`config.mk`:
```
export PLATFORM = sky130hd
export DESIGN_NAME = compressor_thermostat_control
export DESIGN_NICKNAME = d
export VERILOG_FILES = /design/src/design/cth_pkg.sv /design/src/design/cth_ctrl.sv /design/src/design/compressor_thermostat_control.sv
export SDC_FILE = /design/constraint.sdc
export NUM_CORES = 1
export LEC_CHECK = 0
export ABC_AREA = 1
export BUFFER_PORTS_ARGS = -buffer_cell sky130_fd_sc_hd__buf_2
export CAP_MARGIN = 15
export CORE_MARGIN = 2
export CORE_UTILIZATION = 30
export DETAILED_ROUTE_END_ITERATION = 7
export GPL_TIMING_DRIVEN = 0
export HOLD_SLACK_MARGIN = 0.05
export SYNTH_ARGS = -nofsm -noshare
export SYNTH_HDL_FRONTEND = slang
export SYNTH_SLANG_ARGS = --single-unit
```
`constraint.sdc`:
```
create_clock -name clk -period 7.9 [get_ports clk]
set_clock_uncertainty 0.05 [all_clocks]
set_input_delay 1.58 -clock clk [delete_from_list [all_inputs] [get_ports clk]]
set_output_delay 1.58 -clock clk [all_outputs]
set_load 0.05 [all_outputs]
```
`src/design/cth_pkg.sv`:
```
// ----------------------------------------------------------------------------
// Compressor thermostat package
// Shared types, register indexes and constants of the thermostat control.
// ----------------------------------------------------------------------------
package cth_pkg;

  localparam int TEMP_W      = 12;
  localparam int CNT_W       = 16;
  localparam int STEP_W      = 3;
  localparam int CFG_ADDR_W  = 3;
  localparam int CFG_DATA_W  = 16;
  localparam int S_TDATA_W   = 32;
  localparam int M_TDATA_W   = 24;

  localparam int TICKS_PER_SECOND_DEF = 10;

  // Highest air step is STEP_COUNT-1
  localparam int STEP_COUNT = 5;
  localparam logic [STEP_W-1:0] STEP_MAX = STEP_W'(STEP_COUNT - 1);

  localparam logic [STEP_W-1:0] STEP_FAULT = 3'd0;
  localparam logic [STEP_W-1:0] STEP_COOL  = 3'd1;
  localparam logic [STEP_W-1:0] STEP_MILD  = 3'd2;
  localparam logic [STEP_W-1:0] STEP_WARM  = 3'd3;
  localparam logic [STEP_W-1:0] STEP_HOT   = 3'd4;

  // Air band limits in 0.1 C
  localparam logic signed [TEMP_W-1:0] AIR_LIMIT_COOL = 12'sd100;
  localparam logic signed [TEMP_W-1:0] AIR_LIMIT_MILD = 12'sd200;
  localparam logic signed [TEMP_W-1:0] AIR_LIMIT_WARM = 12'sd300;

  localparam logic signed [TEMP_W-1:0] START_NORMAL_RST = 12'sd80;
  localparam logic signed [TEMP_W-1:0] START_SAVING_RST = 12'sd100;
  localparam logic signed [TEMP_W-1:0] STOP_TEMP_RST    = 12'sd60;
  localparam logic signed [TEMP_W-1:0] ICE_GUARD_RST    = 12'sd10;
  localparam logic [CNT_W-1:0] OVERRUN_MILD_RST  = 16'd9000;
  localparam logic [CNT_W-1:0] OVERRUN_HOT_RST   = 16'd12000;
  localparam logic [CNT_W-1:0] RESTART_DELAY_RST = 16'd300;
  localparam logic [CNT_W-1:0] MAX_ON_TIME_RST   = 16'd7200;

  localparam logic [1:0] POWER_NORMAL = 2'd0;

  typedef enum logic [CFG_ADDR_W-1:0] {
    REG_START_NORMAL  = 3'd0,
    REG_START_SAVING  = 3'd1,
    REG_STOP_TEMP     = 3'd2,
    REG_OVERRUN_MILD  = 3'd3,
    REG_OVERRUN_HOT   = 3'd4,
    REG_RESTART_DELAY = 3'd5,
    REG_MAX_ON_TIME   = 3'd6,
    REG_ICE_GUARD     = 3'd7
  } reg_idx_t;

  typedef struct packed {
    logic signed [TEMP_W-1:0] start_temp_normal;
    logic signed [TEMP_W-1:0] start_temp_saving;
    logic signed [TEMP_W-1:0] stop_temp;
    logic [CNT_W-1:0]         overrun_mild;
    logic [CNT_W-1:0]         overrun_hot;
    logic [CNT_W-1:0]         restart_delay;
    logic [CNT_W-1:0]         max_on_time;
    logic signed [TEMP_W-1:0] ice_guard_temp;
  } cfg_t;

  // Last member sits in the lowest bits, matching the tdata layout
  typedef struct packed {
    logic signed [TEMP_W-1:0] air_temp;
    logic signed [TEMP_W-1:0] cold_temp;
    logic [1:0]               power_mode;
    logic                     air_fault;
    logic                     cold_fault;
    logic                     fill_done;
    logic                     manual_test;
    logic                     cold_enabled;
  } tick_t;

  typedef struct packed {
    logic [CNT_W-1:0]  overrun_left;
    logic              max_on_reached;
    logic              restart_ready;
    logic [STEP_W-1:0] run_step;
    logic              compressor_on;
  } result_t;

  localparam int TICK_W   = $bits(tick_t);
  localparam int RESULT_W = $bits(result_t);

endpackage

```
`src/design/cth_ctrl.sv`:
```
// ----------------------------------------------------------------------------
// Thermostat control core
// Holds the controller state and works out one tick in a single pass:
// seconds counters first, then the start/stop decision.
// ----------------------------------------------------------------------------
module cth_ctrl #(
  parameter int TICKS_PER_SECOND = cth_pkg::TICKS_PER_SECOND_DEF
) (
  input  logic            clk,
  input  logic            rst,
  input  logic            en,
  input  cth_pkg::tick_t  tick,
  input  cth_pkg::cfg_t   cfg,
  output cth_pkg::result_t res
);

  localparam int PW = $clog2(TICKS_PER_SECOND + 1);
  localparam logic [PW-1:0] TPS = PW'(TICKS_PER_SECOND);

  logic [PW-1:0]                 prescaler, prescaler_next, pre_inc;
  logic                          running, running_next;
  logic [cth_pkg::CNT_W-1:0]     off_secs, off_secs_next, off_mid;
  logic [cth_pkg::CNT_W-1:0]     on_secs, on_secs_next;
  logic [cth_pkg::CNT_W-1:0]     overrun, overrun_next;
  logic [cth_pkg::STEP_W-1:0]    step, step_next, step_class;
  logic                          second;
  logic signed [cth_pkg::TEMP_W-1:0] start_thr;

  // Air band classification, saturated to the top step
  always_comb begin
    logic [cth_pkg::STEP_W-1:0] s;
    if (tick.air_fault) begin
      s = cth_pkg::STEP_FAULT;
    end else if (tick.air_temp < cth_pkg::AIR_LIMIT_COOL) begin
      s = cth_pkg::STEP_COOL;
    end else if (tick.air_temp < cth_pkg::AIR_LIMIT_MILD) begin
      s = cth_pkg::STEP_MILD;
    end else if (tick.air_temp < cth_pkg::AIR_LIMIT_WARM) begin
      s = cth_pkg::STEP_WARM;
    end else begin
      s = cth_pkg::STEP_HOT;
    end
    step_class = (s > cth_pkg::STEP_MAX) ? cth_pkg::STEP_MAX : s;
  end

  assign start_thr = (tick.power_mode == cth_pkg::POWER_NORMAL) ?
                     cfg.start_temp_normal : cfg.start_temp_saving;

  // Seconds counters, using the compressor state from before the tick
  always_comb begin
    pre_inc        = prescaler + PW'(1);
    second         = (pre_inc >= TPS);
    prescaler_next = second ? '0 : pre_inc;
    off_mid        = off_secs;
    on_secs_next   = on_secs;
    if (second) begin
      if (!running) begin
        if (off_secs < cfg.restart_delay) begin
          off_mid = off_secs + 16'd1;
        end
        on_secs_next = '0;
      end else if (on_secs < cfg.max_on_time) begin
        if (tick.cold_temp < cfg.ice_guard_temp) begin
          on_secs_next = cfg.max_on_time;
        end else begin
          on_secs_next = on_secs + 16'd1;
        end
      end
    end
  end

  // Start/stop decision
  always_comb begin
    logic force_off;
    force_off     = 1'b0;
    running_next  = running;
    off_secs_next = off_mid;
    overrun_next  = overrun;
    step_next     = step;
    if (!tick.manual_test) begin
      priority if (!tick.cold_enabled) begin
        force_off = 1'b1;
      end else if (off_mid < cfg.restart_delay) begin
        overrun_next = '0;
        running_next = 1'b0;
      end else if (on_secs_next >= cfg.max_on_time) begin
        force_off = 1'b1;
      end else if (!tick.fill_done) begin
        force_off = 1'b1;
      end else begin
        step_next = step_class;
        if (tick.cold_fault) begin
          force_off = 1'b1;
        end else if (tick.cold_temp > start_thr) begin
          if (!running) begin
            running_next = 1'b1;
            if (step_class == cth_pkg::STEP_COOL || step_class == cth_pkg::STEP_MILD) begin
              overrun_next = cfg.overrun_mild;
            end else if (step_class >= cth_pkg::STEP_WARM) begin
              overrun_next = cfg.overrun_hot;
            end else begin
              overrun_next = '0;
            end
          end
        end else if (tick.cold_temp < cfg.stop_temp) begin
          if (running) begin
            if (overrun == '0) begin
              off_secs_next = '0;
              running_next  = 1'b0;
            end else begin
              overrun_next = overrun - 16'd1;
            end
          end
        end
      end
    end
    // Forced stop only acts on a running compressor
    if (force_off && running) begin
      running_next  = 1'b0;
      off_secs_next = '0;
      overrun_next  = '0;
    end
  end

  always_ff @(posedge clk) begin
    if (rst) begin
      prescaler <= '0;
      running   <= 1'b0;
      off_secs  <= '0;
      on_secs   <= '0;
      overrun   <= '0;
      step      <= cth_pkg::STEP_FAULT;
    end else if (en) begin
      prescaler <= prescaler_next;
      running   <= running_next;
      off_secs  <= off_secs_next;
      on_secs   <= on_secs_next;
      overrun   <= overrun_next;
      step      <= step_next;
    end
  end

  always_comb begin
    res.compressor_on  = running_next;
    res.run_step       = step_next;
    res.restart_ready  = (off_secs_next >= cfg.restart_delay);
    res.max_on_reached = (on_secs_next >= cfg.max_on_time);
    res.overrun_left   = overrun_next;
  end

  a_prescaler_range: assert property (@(posedge clk) disable iff (rst)
    prescaler < TPS)
    else $error("prescaler out of range");

  a_overrun_needs_run: assert property (@(posedge clk) disable iff (rst)
    overrun != '0 |-> running)
    else $error("overrun pending while compressor off");

  a_step_range: assert property (@(posedge clk) disable iff (rst)
    step <= cth_pkg::STEP_MAX)
    else $error("air step above top step");

  a_hold_when_idle: assert property (@(posedge clk) disable iff (rst)
    !en |=> $stable({prescaler, running, off_secs, on_secs, overrun, step}))
    else $error("state moved without a tick");

endmodule

```
`src/design/compressor_thermostat_control.sv`:
```
// ----------------------------------------------------------------------------
// Compressor thermostat control
// Tick-driven compressor start/stop with restart delay, on-time cap and
// overrun, plus its configuration registers and stream handshakes.
// ----------------------------------------------------------------------------
// Usage:
//   Each request on the s_ channel is one 100 ms tick carrying the enable and
//   fault flags and the cold and air temperatures. Each tick yields exactly
//   one result on the m_ channel: compressor drive, air step, restart-ready,
//   on-time-cap flag and the remaining overrun ticks.
//   A tick is taken into an input register, processed in one pass by the
//   control core and then registered in the output register once that is
//   free, where the receiver takes it. One tick per clock is sustained while
//   the receiver does not stall; the limit is the state update in the core.
//   When the receiver stalls, the result holds in the output register, the
//   input register still takes one more tick, then s_tready drops until
//   m_tready returns.
//   Settings are written on cfg_wen/cfg_addr/cfg_wdata while no tick is in
//   flight; temperatures use the low 12 bits of cfg_wdata.
//   Synchronous reset clears the compressor state and counters, empties both
//   registers and restores the default settings. No clearing pass is needed.
// ----------------------------------------------------------------------------
module compressor_thermostat_control #(
  parameter int TICKS_PER_SECOND = cth_pkg::TICKS_PER_SECOND_DEF
) (
  input  logic                             clk,
  input  logic                             rst,
  input  logic                             s_tvalid,
  output logic                             s_tready,
  // cold_enabled, manual_test, fill_done, cold_fault, air_fault,
  // power_mode[1:0], cold_temp[11:0], air_temp[11:0], zero pad
  input  logic [cth_pkg::S_TDATA_W-1:0]    s_tdata,
  output logic                             m_tvalid,
  input  logic                             m_tready,
  // compressor_on, run_step[2:0], restart_ready, max_on_reached,
  // overrun_left[15:0], zero pad
  output logic [cth_pkg::M_TDATA_W-1:0]    m_tdata,
  input  logic                             cfg_wen,
  input  logic [cth_pkg::CFG_ADDR_W-1:0]   cfg_addr,
  input  logic [cth_pkg::CFG_DATA_W-1:0]   cfg_wdata
);

  cth_pkg::cfg_t    cfg;
  cth_pkg::tick_t   in_tick;
  cth_pkg::result_t res, out_res;
  logic             in_valid;
  logic             advance;

  assign advance  = in_valid && (!m_tvalid || m_tready);
  assign s_tready = !in_valid || advance;

  always_ff @(posedge clk) begin
    if (rst) begin
      cfg.start_temp_normal <= cth_pkg::START_NORMAL_RST;
      cfg.start_temp_saving <= cth_pkg::START_SAVING_RST;
      cfg.stop_temp         <= cth_pkg::STOP_TEMP_RST;
      cfg.overrun_mild      <= cth_pkg::OVERRUN_MILD_RST;
      cfg.overrun_hot       <= cth_pkg::OVERRUN_HOT_RST;
      cfg.restart_delay     <= cth_pkg::RESTART_DELAY_RST;
      cfg.max_on_time       <= cth_pkg::MAX_ON_TIME_RST;
      cfg.ice_guard_temp    <= cth_pkg::ICE_GUARD_RST;
    end else if (cfg_wen) begin
      unique case (cth_pkg::reg_idx_t'(cfg_addr))
        cth_pkg::REG_START_NORMAL:  cfg.start_temp_normal <= cfg_wdata[cth_pkg::TEMP_W-1:0];
        cth_pkg::REG_START_SAVING:  cfg.start_temp_saving <= cfg_wdata[cth_pkg::TEMP_W-1:0];
        cth_pkg::REG_STOP_TEMP:     cfg.stop_temp         <= cfg_wdata[cth_pkg::TEMP_W-1:0];
        cth_pkg::REG_OVERRUN_MILD:  cfg.overrun_mild      <= cfg_wdata;
        cth_pkg::REG_OVERRUN_HOT:   cfg.overrun_hot       <= cfg_wdata;
        cth_pkg::REG_RESTART_DELAY: cfg.restart_delay     <= cfg_wdata;
        cth_pkg::REG_MAX_ON_TIME:   cfg.max_on_time       <= cfg_wdata;
        cth_pkg::REG_ICE_GUARD:     cfg.ice_guard_temp    <= cfg_wdata[cth_pkg::TEMP_W-1:0];
        default: ;
      endcase
    end
  end

  // Input register
  always_ff @(posedge clk) begin
    if (rst) begin
      in_valid <= 1'b0;
    end else if (s_tready) begin
      in_valid <= s_tvalid;
    end
  end

  always_ff @(posedge clk) begin
    if (s_tvalid && s_tready) begin
      in_tick <= cth_pkg::tick_t'(s_tdata[cth_pkg::TICK_W-1:0]);
    end
  end

  cth_ctrl #(
    .TICKS_PER_SECOND(TICKS_PER_SECOND)
  ) u_ctrl (
    .clk  (clk),
    .rst  (rst),
    .en   (advance),
    .tick (in_tick),
    .cfg  (cfg),
    .res  (res)
  );

  // Output register
  always_ff @(posedge clk) begin
    if (rst) begin
      m_tvalid <= 1'b0;
    end else if (advance) begin
      m_tvalid <= 1'b1;
    end else if (m_tready) begin
      m_tvalid <= 1'b0;
    end
  end

  always_ff @(posedge clk) begin
    if (advance) begin
      out_res <= res;
    end
  end

  assign m_tdata = {(cth_pkg::M_TDATA_W - cth_pkg::RESULT_W)'(0), out_res};

  a_result_follows: assert property (@(posedge clk) disable iff (rst)
    advance |=> m_tvalid)
    else $error("processed tick produced no result");

  a_ready_when_empty: assert property (@(posedge clk) disable iff (rst)
    !in_valid |-> s_tready)
    else $error("request refused with empty input register");

  a_tick_kept: assert property (@(posedge clk) disable iff (rst)
    in_valid && !advance |=> in_valid)
    else $error("pending tick dropped");

endmodule

```
==> Implementation_results.wiki, run 1 <==
{| class="wikitable"
! Metric !! Value
|-
| Post-Route Setup TNS || 0 ns
|-
| Fill cell count || around 4.8k
|-
| Router iterations before antenna repair || 5
|-
| CP Class || reg2reg
|-
| Number of synthesized flops with an enable pin || 51
|-
| Mean instance size in the synthesized netlist || approximately 7.4 µm²
|-
| Antenna diodes || 0
|-
| Vert. Die Dim || 215 µm
|-
| Via count || ~13k
|-
| Most repeated library cell on the critical path || sky130_fd_sc_hd__nand2_1
|-
| Growth of design area from synthesis to finish || 15.2%
|-
| Max-slew violation count || 0
|-
| Signal arrival time at the worst endpoint || 7.61 ns
|-
| Clock power frac || 0.406
|-
| Synth warnings || 0
|-
| Global-route total usage across every layer || 0.176
|-
| Total Nets Final || about 2.1k
|-
| Top FF cell, synth || sky130_fd_sc_hd__dfxtp_1
|-
| Switching Share || 0.302
|-
| Insertion delay of the later-clocked pin in the worst-skew pair || between 0.5 and 0.6 ns
|-
| Crit path max-delay family || simple AND/OR/NAND/NOR gates
|-
| Synthesized instance count || between 1.5k and 2k
|-
| Longest Clk Path Bufs || 3
|-
| Final min period || around 7.4 ns
|-
| Vias in the first global route || approximately 12k
|-
| Cell area after synthesis || about 0.013 mm²
|-
| Worst-Margin Slew || between 0.8 and 0.9 ns
|-
| Most common library cell in the layout ignoring fill and taps || sky130_fd_sc_hd__nand2_1
|-
| Synthesized flop and latch total || 221
|-
| Core utilization of the finished layout || 0.349
|-
| Cell variety after synth || 53
|-
| Remaining number of nets flagged by the antenna check after routing || 0
|-
| Post-route worst hold slack || between 0.4 and 0.5 ns
|-
| Class of the most critical hold timing path || reg2reg
|-
| Number of buffers and inverters on the critical path || 4
|-
| Kind of start point of the critical path || register
|-
| Cell Rows || a little under 80
|-
| Endpoint class of the critical path || register
|-
| Cells taking the most area after synthesis || sky130_fd_sc_hd__dfxtp_1, sky130_fd_sc_hd__edfxtp_1, sky130_fd_sc_hd__ha_1
|-
| Largest net degree at the start of global routing || 32
|-
| Clock transition at path regs || 0.06 ns
|-
| P_sw || between 0.9 and 1 mW
|-
| Final hold vios || 0
|-
| Number of maximum-capacitance violations || 0
|-
| Number of setup violations in the final report || 0
|-
| Share of total power in combinational logic || 0.189
|-
| Total core area || between 0.04 and 0.05 mm²
|-
| Initial core utilization || 0.303
|-
| Wirelength per Cell || between 15 and 20 µm
|-
| Cell type with the largest total area after synthesis || sky130_fd_sc_hd__dfxtp_1
|-
| Critical-path top delay cell || sky130_fd_sc_hd__edfxtp_1
|-
| First-pass GRT wire length || about 65000 µm
|-
| H-tree depth reported by CTS || 1
|-
| Via-per-instance ratio || approximately 5.0
|-
| Clock Sink Count || between 200 and 250
|-
| Half-perimeter wire length after placement || 31300 µm
|-
| Final weighted congestion in routability-driven placement || between 0.9 and 1
|-
| Initial drt markers || 902
|-
| Routed wire length || between 40000 and 50000 µm
|-
| Peak fanout along the critical path || 10
|-
| Sequential cell fraction of total power || 0.405
|-
| Highest attainable clock frequency || roughly 140 MHz
|-
| DRC errors left || 0
|-
| Internal || 2.17 mW
|-
| Top Ports || just over 80
|-
| Top library cells by usage in the layout, fill and taps aside || sky130_fd_sc_hd__nand2_1, sky130_fd_sc_hd__o21ai_0, sky130_fd_sc_hd__inv_1
|-
| CTS tree || built
|-
| Number of buffers added by the clock tree synthesis step || 27
|-
| Proportion of register bits with asynchronous set or reset after synthesis || 0
|-
| Global-route congestion overflow total || 0
|-
| Seq/Total Area, Yosys || 0.369
|-
| Post-CTS setup buffers || 0
|-
| Outcome || finished, final reports clean
|-
| Area enclosed by the die boundary || 0.0463 mm²
|-
| Power per cell area || between 200 and 250 mW/mm²
|-
| Fraction of synthesized cell area taken by the top area cell type || 0.255
|-
| Port bufs || 71
|-
| Required @ worst endpoint || 8.14 ns
|-
| Tcrit/Tclk final || 0.933
|-
| Maximum resistive drop on vdd || about 0.00017 V
|-
| Max-slew headroom at the worst pin || 0.466
|-
| Antenna violations before repair || 1
|-
| Leak || approximately 6.9 nW
|-
| Clock root cell || sky130_fd_sc_hd__clkbuf_16
|-
| Die W || approximately 220 µm
|-
| Delay of the slowest cell on the worst path || between 0.4 and 0.5 ns
|-
| Fraction of layout instances using a drive strength above 1 || 0.101
|-
| Unrepaired setup endpoints after global routing || no
|}
## cell families after synthesis
family	count (synthesis)	share of synthesized area
muxes	12	0.00908
xor gates and xnor gates	35	0.0235
other	1	0.000281
DFF	221	0.369
and+or+nand+nor	650	0.211
AOI/OAI and AO/OA	469	0.192
adders and majority gates	116	0.109
buffers and inverters	294	0.0862
## cell type report
type / count / area (µm²) / share of cell area
Buffer: 88 / 380 / 0.0247
Clock buffer: 34 / 722 / 0.0469
Clock inverter: 13 / 171 / 0.0111
Inverter: 206 / 773 / 0.0502
Multi-Input combinational cell: 1284 / 7290 / 0.473
Sequential cell: 221 / 4930 / 0.321
Tap cell: 592 / 741 / 0.0481
Timing Repair Buffer: 72 / 383 / 0.0249
## repair_timing
item | 4_1_cts | 5_1_grt
resized for setup | 0 | 2
hold endpoints to repair | 0 | 0
hold buffers | 0 | 0
endpoints found under the setup margin | 0 | 1
## per-stage QoR
step | worst slack, ns | instance area [µm²] | power [mW] | cells
after floorplan | 2.46 | 13400 | 1.68 | 1799
after global placement | 0.356 | 14500 | 1.85 | 2462
after detailed placement | 0.356 | 14500 | 1.86 | 2463
after CTS | 0.363 | 15400 | 3.14 | 2510
after global routing | 0.0200 | 15400 | 3.27 | 2510
final | 0.528 | 15400 | 3.11 | 2510
## final timing paths
path                      to  slack (ns)         from  cells after the start
hold / removal        cfg[8]        0.41       cfg[8]                      2
setup reg to reg  m_tdata[4]        0.53  in_tick[10]                     38
setup / recovery  m_tdata[4]        0.53  in_tick[10]                     38
hold reg to reg       cfg[8]        0.41       cfg[8]                      2
## cells in the mapped netlist (2+ instances only)
cell / instances
sky130_fd_sc_hd__a21oi_1: 149
sky130_fd_sc_hd__nand3_1: 84
sky130_fd_sc_hd__o211ai_1: 34
sky130_fd_sc_hd__buf_6: 4
sky130_fd_sc_hd__o31ai_1: 2
sky130_fd_sc_hd__nand2_1: 316
sky130_fd_sc_hd__or2_1: 2
sky130_fd_sc_hd__o21ai_1: 13
sky130_fd_sc_hd__a31oi_1: 2
sky130_fd_sc_hd__buf_1: 2
sky130_fd_sc_hd__a22oi_1: 8
sky130_fd_sc_hd__a211oi_1: 3
sky130_fd_sc_hd__nor3_1: 8
sky130_fd_sc_hd__or2_2: 2
sky130_fd_sc_hd__ha_1: 116
sky130_fd_sc_hd__clkinv_1: 3
sky130_fd_sc_hd__a21oi_2: 13
sky130_fd_sc_hd__clkbuf_2: 2
sky130_fd_sc_hd__a21o_1: 2
sky130_fd_sc_hd__inv_1: 199
sky130_fd_sc_hd__nand4_1: 16
sky130_fd_sc_hd__xor2_1: 26
sky130_fd_sc_hd__nand3b_1: 3
sky130_fd_sc_hd__o21ai_0: 227
sky130_fd_sc_hd__nor2_1: 175
sky130_fd_sc_hd__nand2_2: 14
sky130_fd_sc_hd__clkbuf_1: 71
sky130_fd_sc_hd__edfxtp_1: 51
sky130_fd_sc_hd__mux2i_1: 11
sky130_fd_sc_hd__xnor2_1: 8
sky130_fd_sc_hd__inv_2: 4
sky130_fd_sc_hd__nand3_2: 17
sky130_fd_sc_hd__dfxtp_1: 170
sky130_fd_sc_hd__buf_4: 2
sky130_fd_sc_hd__nor4_1: 3
sky130_fd_sc_hd__nor3_2: 5
sky130_fd_sc_hd__o22ai_1: 8
sky130_fd_sc_hd__buf_2: 7
sky130_fd_sc_hd__nand2_4: 2
## tightest hold or removal path, delay by kind of cell, from the launching register on
family	cells	cell delay, ns
AO/OA/AOI/OAI	1	0.05
buffers and inverters	1	0.06
flip-flops	1	0.30
## sequential cells by signal (all words and copies together), names as in the netlist
name	cells
u_ctrl.off_secs	16
u_ctrl.on_secs	16
m_tdata	22
m_tvalid	1
u_ctrl.running	1
in_tick	29
cfg	112
in_valid	1
u_ctrl.overrun	16
u_ctrl.prescaler	4
u_ctrl.step	3
## per-layer routing
| metal | track usage | part of all wire |
|---|---|---|
| met1 | 0.244 | 0.47 |
| met2 | 0.289 | 0.46 |
| met3 | 0.0184 | 0.052 |
| met4 | 0.0531 | 0.027 |
| met5 | 0 | 0 |
## power groups by stage
stage,Combinational (mW),Sequential (mW),Clock (mW)
2_1_floorplan,0.385,1.29,0
3_3_place_gp,0.567,1.28,0
3_5_place_dp,0.581,1.28,0
4_1_cts,0.583,1.26,1.29
5_1_grt,0.664,1.27,1.34
6_report,0.589,1.26,1.26
Power figures use the tool's default switching activity.
==> inputs of run 2 (changes only) <==
BUFFER_PORTS_ARGS = unset   (was -buffer_cell sky130_fd_sc_hd__buf_2)
DONT_BUFFER_PORTS = 1   (was unset)
==> Implementation_results.wiki, run 2 (same netlist as run 1, synthesis figures left out) <==
{| class="wikitable"
! Metric !! Value
|-
| Vias in the first global route || 11.6k (-0.36%)
|-
| DRC errors left || 0 (unchanged)
|-
| Total Nets Final || 2000 (-3.5%)
|-
| Top Ports || 82 (unchanged)
|-
| CP Class || reg2reg
|-
| Remaining number of nets flagged by the antenna check after routing || 0 (unchanged)
|-
| Delay of the slowest cell on the worst path || 0.48 ns (about the same)
|-
| Max-slew violation count || 0 (unchanged)
|-
| First-pass GRT wire length || 63500 µm (-2.7%)
|-
| Die W || 215 µm (unchanged)
|-
| Fraction of layout instances using a drive strength above 1 || 0.0693 (-0.0314)
|-
| Routed wire length || 40400 µm (-2.7%)
|-
| Non-filler instance count after layout || 2440 (-2.8%)
|-
| Number of maximum-capacitance violations || 0 (unchanged)
|-
| Worst reg2reg startpoint || in_tick[12]
|-
| Crit. Startpoint || in_tick[12]
|-
| Reg2reg path depth || 40 (+5.3%)
|-
| Global-route total usage across every layer || 0.172 (-0.00410)
|-
| Worst-Margin Slew || 0.771 ns (-0.0298 ns)
|-
| Via-per-instance ratio || 5.03 (+0.49%)
|-
| Largest register FFs || 112 (unchanged)
|-
| Post-Route Setup TNS || 0 ns (unchanged)
|-
| Placed cell areas || 0.0141 mm² (-2.5%)
|-
| Clock root cell || sky130_fd_sc_hd__clkbuf_16
|-
| Largest net degree at the start of global routing || 32 (unchanged)
|-
| Longest Clk Path Bufs || 3 (unchanged)
|-
| Maximum resistive drop on vdd || 0.000161 V (-4.7%)
|-
| H-tree depth reported by CTS || 1 (unchanged)
|-
| Slack of the worst reg-to-reg path || 0.66 ns (+0.14 ns)
|-
| Tcrit/Tclk final || 0.916 (-0.0172)
|-
| Initial drt markers || 897 (-0.55%)
|-
| Max-slew headroom at the worst pin || 0.486 (+0.0199)
|-
| Core utilization of the finished layout || 0.340 (-0.00856)
|-
| Number of setup violations in the final report || 0 (unchanged)
|-
| Class of the most critical hold timing path || reg2reg
|-
| Port bufs || 0 (-100%)
|-
| Antenna diodes || 0 (unchanged)
|-
| Critical-path top delay cell || sky130_fd_sc_hd__edfxtp_1
|-
| Capture point of the critical path || m_tdata[4]
|-
| Outcome || finished, final reports clean
|-
| Layout Cell Area excl Fill || 0.0150 mm² (-2.5%)
|-
| Global-route congestion overflow total || 0 (unchanged)
|-
| Initial core utilization || 0.303 (unchanged)
|-
| Leak || 6.60 nW (-4.3%)
|-
| Wirelength per Cell || 16.6 µm (about the same)
|-
| Power per cell area || 201 mW/mm² (-0.68%)
|-
| Via count || 12.3k (-2.3%)
|-
| Most common library cell in the layout ignoring fill and taps || sky130_fd_sc_hd__nand2_1
|-
| Number of buffers added by the clock tree synthesis step || 26 (-3.7%)
|-
| Register with the most flip-flops || cfg
|-
| Total core area || 0.0441 mm² (unchanged)
|-
| Growth of design area from synthesis to finish || 12.3%
|-
| Worst r2r dst || m_tdata[4]
|-
| Post-CTS setup buffers || 0 (unchanged)
|-
| Half-perimeter wire length after placement || 30700 µm (-2.1%)
|-
| Fill cell count || 4691 (-1.4%)
|-
| Final weighted congestion in routability-driven placement || 0.895 (-2.7%)
|-
| Endpoint class of the critical path || register
|-
| Clock Sink Count || 221 (unchanged)
|-
| Top library cells by usage in the layout, fill and taps aside || sky130_fd_sc_hd__nand2_1, sky130_fd_sc_hd__o21ai_0, sky130_fd_sc_hd__inv_1
|-
| Worst slack at placement || 0.416 ns (+0.0599 ns)
|-
| Final min period || 7.24 ns (-0.136 ns)
|-
| Area enclosed by the die boundary || 0.0463 mm² (unchanged)
|-
| CTS tree || built
|-
| Final hold vios || 0 (unchanged)
|-
| Unrepaired setup endpoints after global routing || no
|-
| Vert. Die Dim || 215 µm (unchanged)
|-
| Required @ worst endpoint || 8.13 ns (about the same)
|-
| Area used by sequential logic in the layout || 0.00493 mm² (unchanged)
|-
| Clock transition at path regs || 0.07 ns (about the same)
|-
| Signal arrival time at the worst endpoint || 7.47 ns (-0.14 ns)
|-
| Highest attainable clock frequency || 138 MHz (+1.9%)
|-
| Cell Rows || 77 (unchanged)
|-
| Area of the multi-input gates || 0.00730 mm² (+0.22%)
|-
| Hold depth || 2 (unchanged)
|-
| Minimum setup slack in the final design || 0.664 ns (+0.136 ns)
|-
| Antenna violations before repair || 0 (-1)
|-
| Insertion delay of the later-clocked pin in the worst-skew pair || 0.56 ns (about the same)
|-
| # placed instances || 2392 (-2.9%)
|-
| Kind of start point of the critical path || register
|-
| Peak fanout along the critical path || 10 (unchanged)
|-
| Router iterations before antenna repair || 5 (unchanged)
|}
run 2: cell types whose count changed in the layout (fill, tap and decap cells not counted), moves of 2 or more:
cell / change
sky130_fd_sc_hd__bufinv_16: -3
sky130_fd_sc_hd__inv_6: +3
sky130_fd_sc_hd__clkinvlp_4: +3
sky130_fd_sc_hd__buf_2: -71
sky130_fd_sc_hd__clkbuf_8: -2
sky130_fd_sc_hd__clkbuf_1: -4
run 2: timing repair:
| item | 4_1_cts | 5_1_grt |
|---|---|---|
| endpoints found under the setup margin | 0 | 1 |
| resized for setup | 0 | 6 |
| hold buffers | 0 | 0 |
run 2: worst min-delay path by stage:
stage,start,end
4_1_cts,cfg[57],cfg[57]
6_report,cfg[57],cfg[57]
5_1_grt,cfg[50],cfg[50]
2_1_floorplan,cfg[90],cfg[90]
3_5_place_dp,cfg[57],cfg[57]
3_3_place_gp,cfg[90],cfg[90]
run 2: power by group:
group | internal, mW | leakage [nW] | switching [mW]
Sequential | 1.22 | 1.88 | 0.0705
Clock | 0.682 | 0.406 | 0.515
Combinational | 0.174 | 4.32 | 0.359
run 2: final cells by class:
| class | count | share of cell area |
|---|---|---|
| clock inverters | 18 | 0.00967 |
| flip-flops and latches | 221 | 0.329 |
| inverters | 206 | 0.0515 |
| plain buffers | 88 | 0.0254 |
| multi-input cells | 1284 | 0.486 |
| well taps | 592 | 0.0493 |
| repair buffers | 1 | 0.00183 |
| clock buffers | 30 | 0.0472 |
run 2: layer usage:
layer  track usage  up-vias  share of wire
li1              -     6100              -
met1         0.229     5748           0.46
met2         0.278      345           0.45
met3        0.0280       72          0.059
met4        0.0701        0          0.037
met5             0        -              0
run 2: critical path: cells and delay by family, from the launching register on:
kind            cells  cell delay (ns)
compound gates     18             2.45
fa+ha+maj           3             0.92
buf+inv             6             1.01
flops               1             0.48
simple gates       13             2.02
run 2: metrics by stage:
step,total power [mW],hold WS [ns]
after global placement,1.82,0.387
after floorplan,1.68,0.378
after CTS,3.04,0.409
final,3.02,0.411
after detailed placement,1.83,0.393
after global routing,3.17,0.435
==> inputs of run 3 (changes only) <==
ABC_AREA = unset   (was 1)
==> Implementation_results.wiki, run 3 <==
{| class="wikitable"
! Metric !! Value
|-
| Outcome || finished, final reports clean
|-
| Via-per-instance ratio || 5.33 (+6.1%)
|-
| Antenna diodes || 0 (unchanged)
|-
| Synthesized instance count || 1511 (-16%)
|-
| Port bufs || 0 (unchanged)
|-
| Peak fanout along the critical path || 10 (unchanged)
|-
| Cell Rows || 76 (-1.3%)
|-
| Highest attainable clock frequency || 136 MHz (-1.8%)
|-
| Total Nets Final || 1712 (-14%)
|-
| Required @ worst endpoint || 8.11 ns (-0.02 ns)
|-
| Max-slew violation count || 0 (unchanged)
|-
| Wirelength per Cell || 18.5 µm (+11%)
|-
| Final min period || 7.37 ns (+0.132 ns)
|-
| Number of setup violations in the final report || 0 (unchanged)
|-
| Crit path max-delay family || compound AO/OA/AOI/OAI gates
|-
| Total core area || 0.0428 mm² (-3.0%)
|-
| Placed cell areas || 0.0136 mm² (-3.7%)
|-
| Vert. Die Dim || 212 µm (-1.6%)
|-
| Synthesized flop and latch total || 221 (unchanged)
|-
| Proportion of register bits with asynchronous set or reset after synthesis || 0 (unchanged)
|-
| Fill cell count || 4437 (-5.4%)
|-
| Top library cells by usage in the layout, fill and taps aside || sky130_fd_sc_hd__nand2_1, sky130_fd_sc_hd__dfxtp_1, sky130_fd_sc_hd__a21oi_1
|-
| Number of maximum-capacitance violations || 0 (unchanged)
|-
| Endpoint class of the critical path || register
|-
| Post-Route Setup TNS || 0 ns (unchanged)
|-
| Top Ports || 82 (unchanged)
|-
| Slack of the worst reg-to-reg path || 0.53 ns (-0.13 ns)
|-
| Register with the most flip-flops || cfg
|-
| Most common library cell in the layout ignoring fill and taps || sky130_fd_sc_hd__nand2_1
|-
| Final weighted congestion in routability-driven placement || 0.926 (+3.4%)
|-
| Cell type with the largest total area after synthesis || sky130_fd_sc_hd__dfxtp_1
|-
| Router iterations before antenna repair || 7 (+2)
|-
| Global-route total usage across every layer || 0.172 (about the same)
|-
| Growth of design area from synthesis to finish || 11.8%
|-
| Clock Sink Count || 221 (unchanged)
|-
| Die W || 212 µm (-1.6%)
|-
| Maximum resistive drop on vdd || 0.000174 V (+8.2%)
|-
| Number of buffers and inverters on the critical path || 4 (-2)
|-
| Fraction of synthesized cell area taken by the top area cell type || 0.263 (+0.00873)
|-
| Vias in the first global route || 10.9k (-6.3%)
|-
| Remaining number of nets flagged by the antenna check after routing || 0 (unchanged)
|-
| H-tree depth reported by CTS || 1 (unchanged)
|-
| Routed wire length || 38800 µm (-4.0%)
|-
| Synth warnings || 0 (unchanged)
|-
| Most frequently used cell type in the post-synthesis netlist || sky130_fd_sc_hd__nand2_1
|-
| Class of the most critical hold timing path || reg2reg
|-
| Cells taking the most area after synthesis || sky130_fd_sc_hd__dfxtp_1, sky130_fd_sc_hd__edfxtp_1, sky130_fd_sc_hd__ha_1
|-
| First-pass GRT wire length || 60700 µm (-4.4%)
|-
| Initial core utilization || 0.302 (-0.000910)
|-
| CTS tree || built
|-
| Top FF cell, synth || sky130_fd_sc_hd__dfxtp_1
|-
| Critical-path top delay cell || sky130_fd_sc_hd__clkbuf_1
|-
| Leak || 5.43 nW (-18%)
|-
| Via count || 11.2k (-8.6%)
|-
| Cell area after synthesis || 0.0129 mm² (-3.3%)
|-
| Number of buffers added by the clock tree synthesis step || 25 (-3.8%)
|-
| Number of hold buffers added after cts || 0 (unchanged)
|-
| Seq/Total Area, Yosys || 0.382 (+0.0127)
|-
| Most repeated library cell on the critical path || sky130_fd_sc_hd__clkbuf_1
|-
| Initial drt markers || 839 (-6.5%)
|-
| Unrepaired setup endpoints after global routing || no
|-
| DRC errors left || 0 (unchanged)
|-
| Largest register FFs || 112 (unchanged)
|-
| Max-slew headroom at the worst pin || 0.324 (-0.161)
|-
| Global-route congestion overflow total || 0 (unchanged)
|-
| Antenna violations before repair || 0 (unchanged)
|-
| Insertion delay of the later-clocked pin in the worst-skew pair || 0.55 ns (about the same)
|-
| CP Class || reg2reg
|-
| Power per cell area || 180 mW/mm² (-10%)
|-
| Fraction of layout instances using a drive strength above 1 || 0.0732 (+0.00395)
|-
| Longest Clk Path Bufs || 3 (unchanged)
|-
| Clock transition at path regs || 0.06 ns (about the same)
|-
| Signal arrival time at the worst endpoint || 7.58 ns (+0.11 ns)
|-
| Number of synthesized flops with an enable pin || 51 (unchanged)
|-
| Mean instance size in the synthesized netlist || 8.55 µm² (+15%)
|-
| Tcrit/Tclk final || 0.933 (+0.0167)
|-
| Kind of start point of the critical path || register
|-
| Delay of the slowest cell on the worst path || 0.65 ns (+0.17 ns)
|-
| Final hold vios || 0 (unchanged)
|-
| Half-perimeter wire length after placement || 28600 µm (-6.7%)
|-
| Layout Cell Area excl Fill || 0.0144 mm² (-3.8%)
|-
| Post-synth top cells || sky130_fd_sc_hd__nand2_1, sky130_fd_sc_hd__dfxtp_1, sky130_fd_sc_hd__a21oi_1
|-
| Worst-Margin Slew || 1.01 ns (+0.236 ns)
|-
| Cell variety after synth || 88 (+66%)
|-
| Largest net degree at the start of global routing || 30 (-6.3%)
|-
| Clock root cell || sky130_fd_sc_hd__clkbuf_16
|-
| Area enclosed by the die boundary || 0.0448 mm² (-3.3%)
|}
==> run 3: cell count changes after synthesis, moves of 22 or more <==
cell	before	now
sky130_fd_sc_hd__nor2_1	175	107
sky130_fd_sc_hd__nand2b_1	0	26
sky130_fd_sc_hd__clkbuf_1	71	49
sky130_fd_sc_hd__inv_1	199	75
sky130_fd_sc_hd__nor2b_1	0	24
sky130_fd_sc_hd__nand2_1	316	282
sky130_fd_sc_hd__nand3_1	84	29
sky130_fd_sc_hd__o21ai_0	227	36
sky130_fd_sc_hd__a22o_1	0	24
sky130_fd_sc_hd__o211ai_1	34	7
==> run 3: final cells by class <==
type | instances | area, µm² | share of cell area
Buffer | 78 | 348 | 0.0241
Clock buffer | 41 | 756 | 0.0523
Clock inverter | 3 | 43.8 | 0.00303
Inverter | 76 | 285 | 0.0197
Multi-Input combinational cell | 1137 | 7380 | 0.511
Sequential cell | 221 | 4930 | 0.342
Tap cell | 546 | 683 | 0.0473
Timing Repair Buffer | 1 | 11.3 | 0.000779
==> run 3: where the power goes <==
part           switching (mW)  leakage, nW  internal [mW]  total [mW]
registers              0.0351         1.87           1.19        1.22
logic                   0.155         3.16         0.0684       0.223
clock network           0.479        0.391          0.680        1.16
total                   0.669         5.43           1.94        2.60
==> run 3: layer usage <==
metal  track usage  wire length (µm)  vias to the layer above
met5             0                 0                        -
met4        0.0406               690                        0
met3        0.0274              2590                       48
met2         0.278             17600                      362
met1         0.240             18000                     5358
li1              -                 -                     5446
==> run 3: final timing paths <==
path / end / cells after the start / start
worst max-delay path: m_tdata[4] / 25 / u_ctrl.running
worst max register to register: m_tdata[4] / 25 / u_ctrl.running
worst min-delay path: cfg[10] / 2 / cfg[10]
worst min register to register: cfg[10] / 2 / cfg[10]
==> run 3: worst min-delay path, cell delays in order, from the launching register on <==
cell                      delay, ns
sky130_fd_sc_hd__dfxtp_1       0.30
sky130_fd_sc_hd__nand2_1       0.05
sky130_fd_sc_hd__a21oi_1       0.05
==> run 3: what timing repair did <==
action,4_1_cts,5_1_grt
buffers inserted,0,0
setup endpoints to repair,0,1
gates resized for setup,0,10
==> run 3: logic make-up after synthesis <==
logic type / share of synthesized area
and+or+nand+nor: 0.219
AOI/OAI and AO/OA: 0.197
DFF: 0.382
buffers and inverters: 0.0486
adders and majority gates: 0.112
xor gates and xnor gates: 0.0202
muxes: 0.0198
other: 0.000290
==> run 3: through the flow <==
stage	utilization	hold WS, ns	power, mW	setup slack [ns]	instances
3_5_place_dp	0.318	0.397	1.47	0.314	2058
3_3_place_gp	0.318	0.391	1.46	0.383	2058
2_1_floorplan	-	0.382	1.39	1.70	1512
5_1_grt	0.338	0.419	2.70	0.0536	2103
6_report	0.338	0.405	2.60	0.532	2103
4_1_cts	0.337	0.406	2.62	0.280	2102
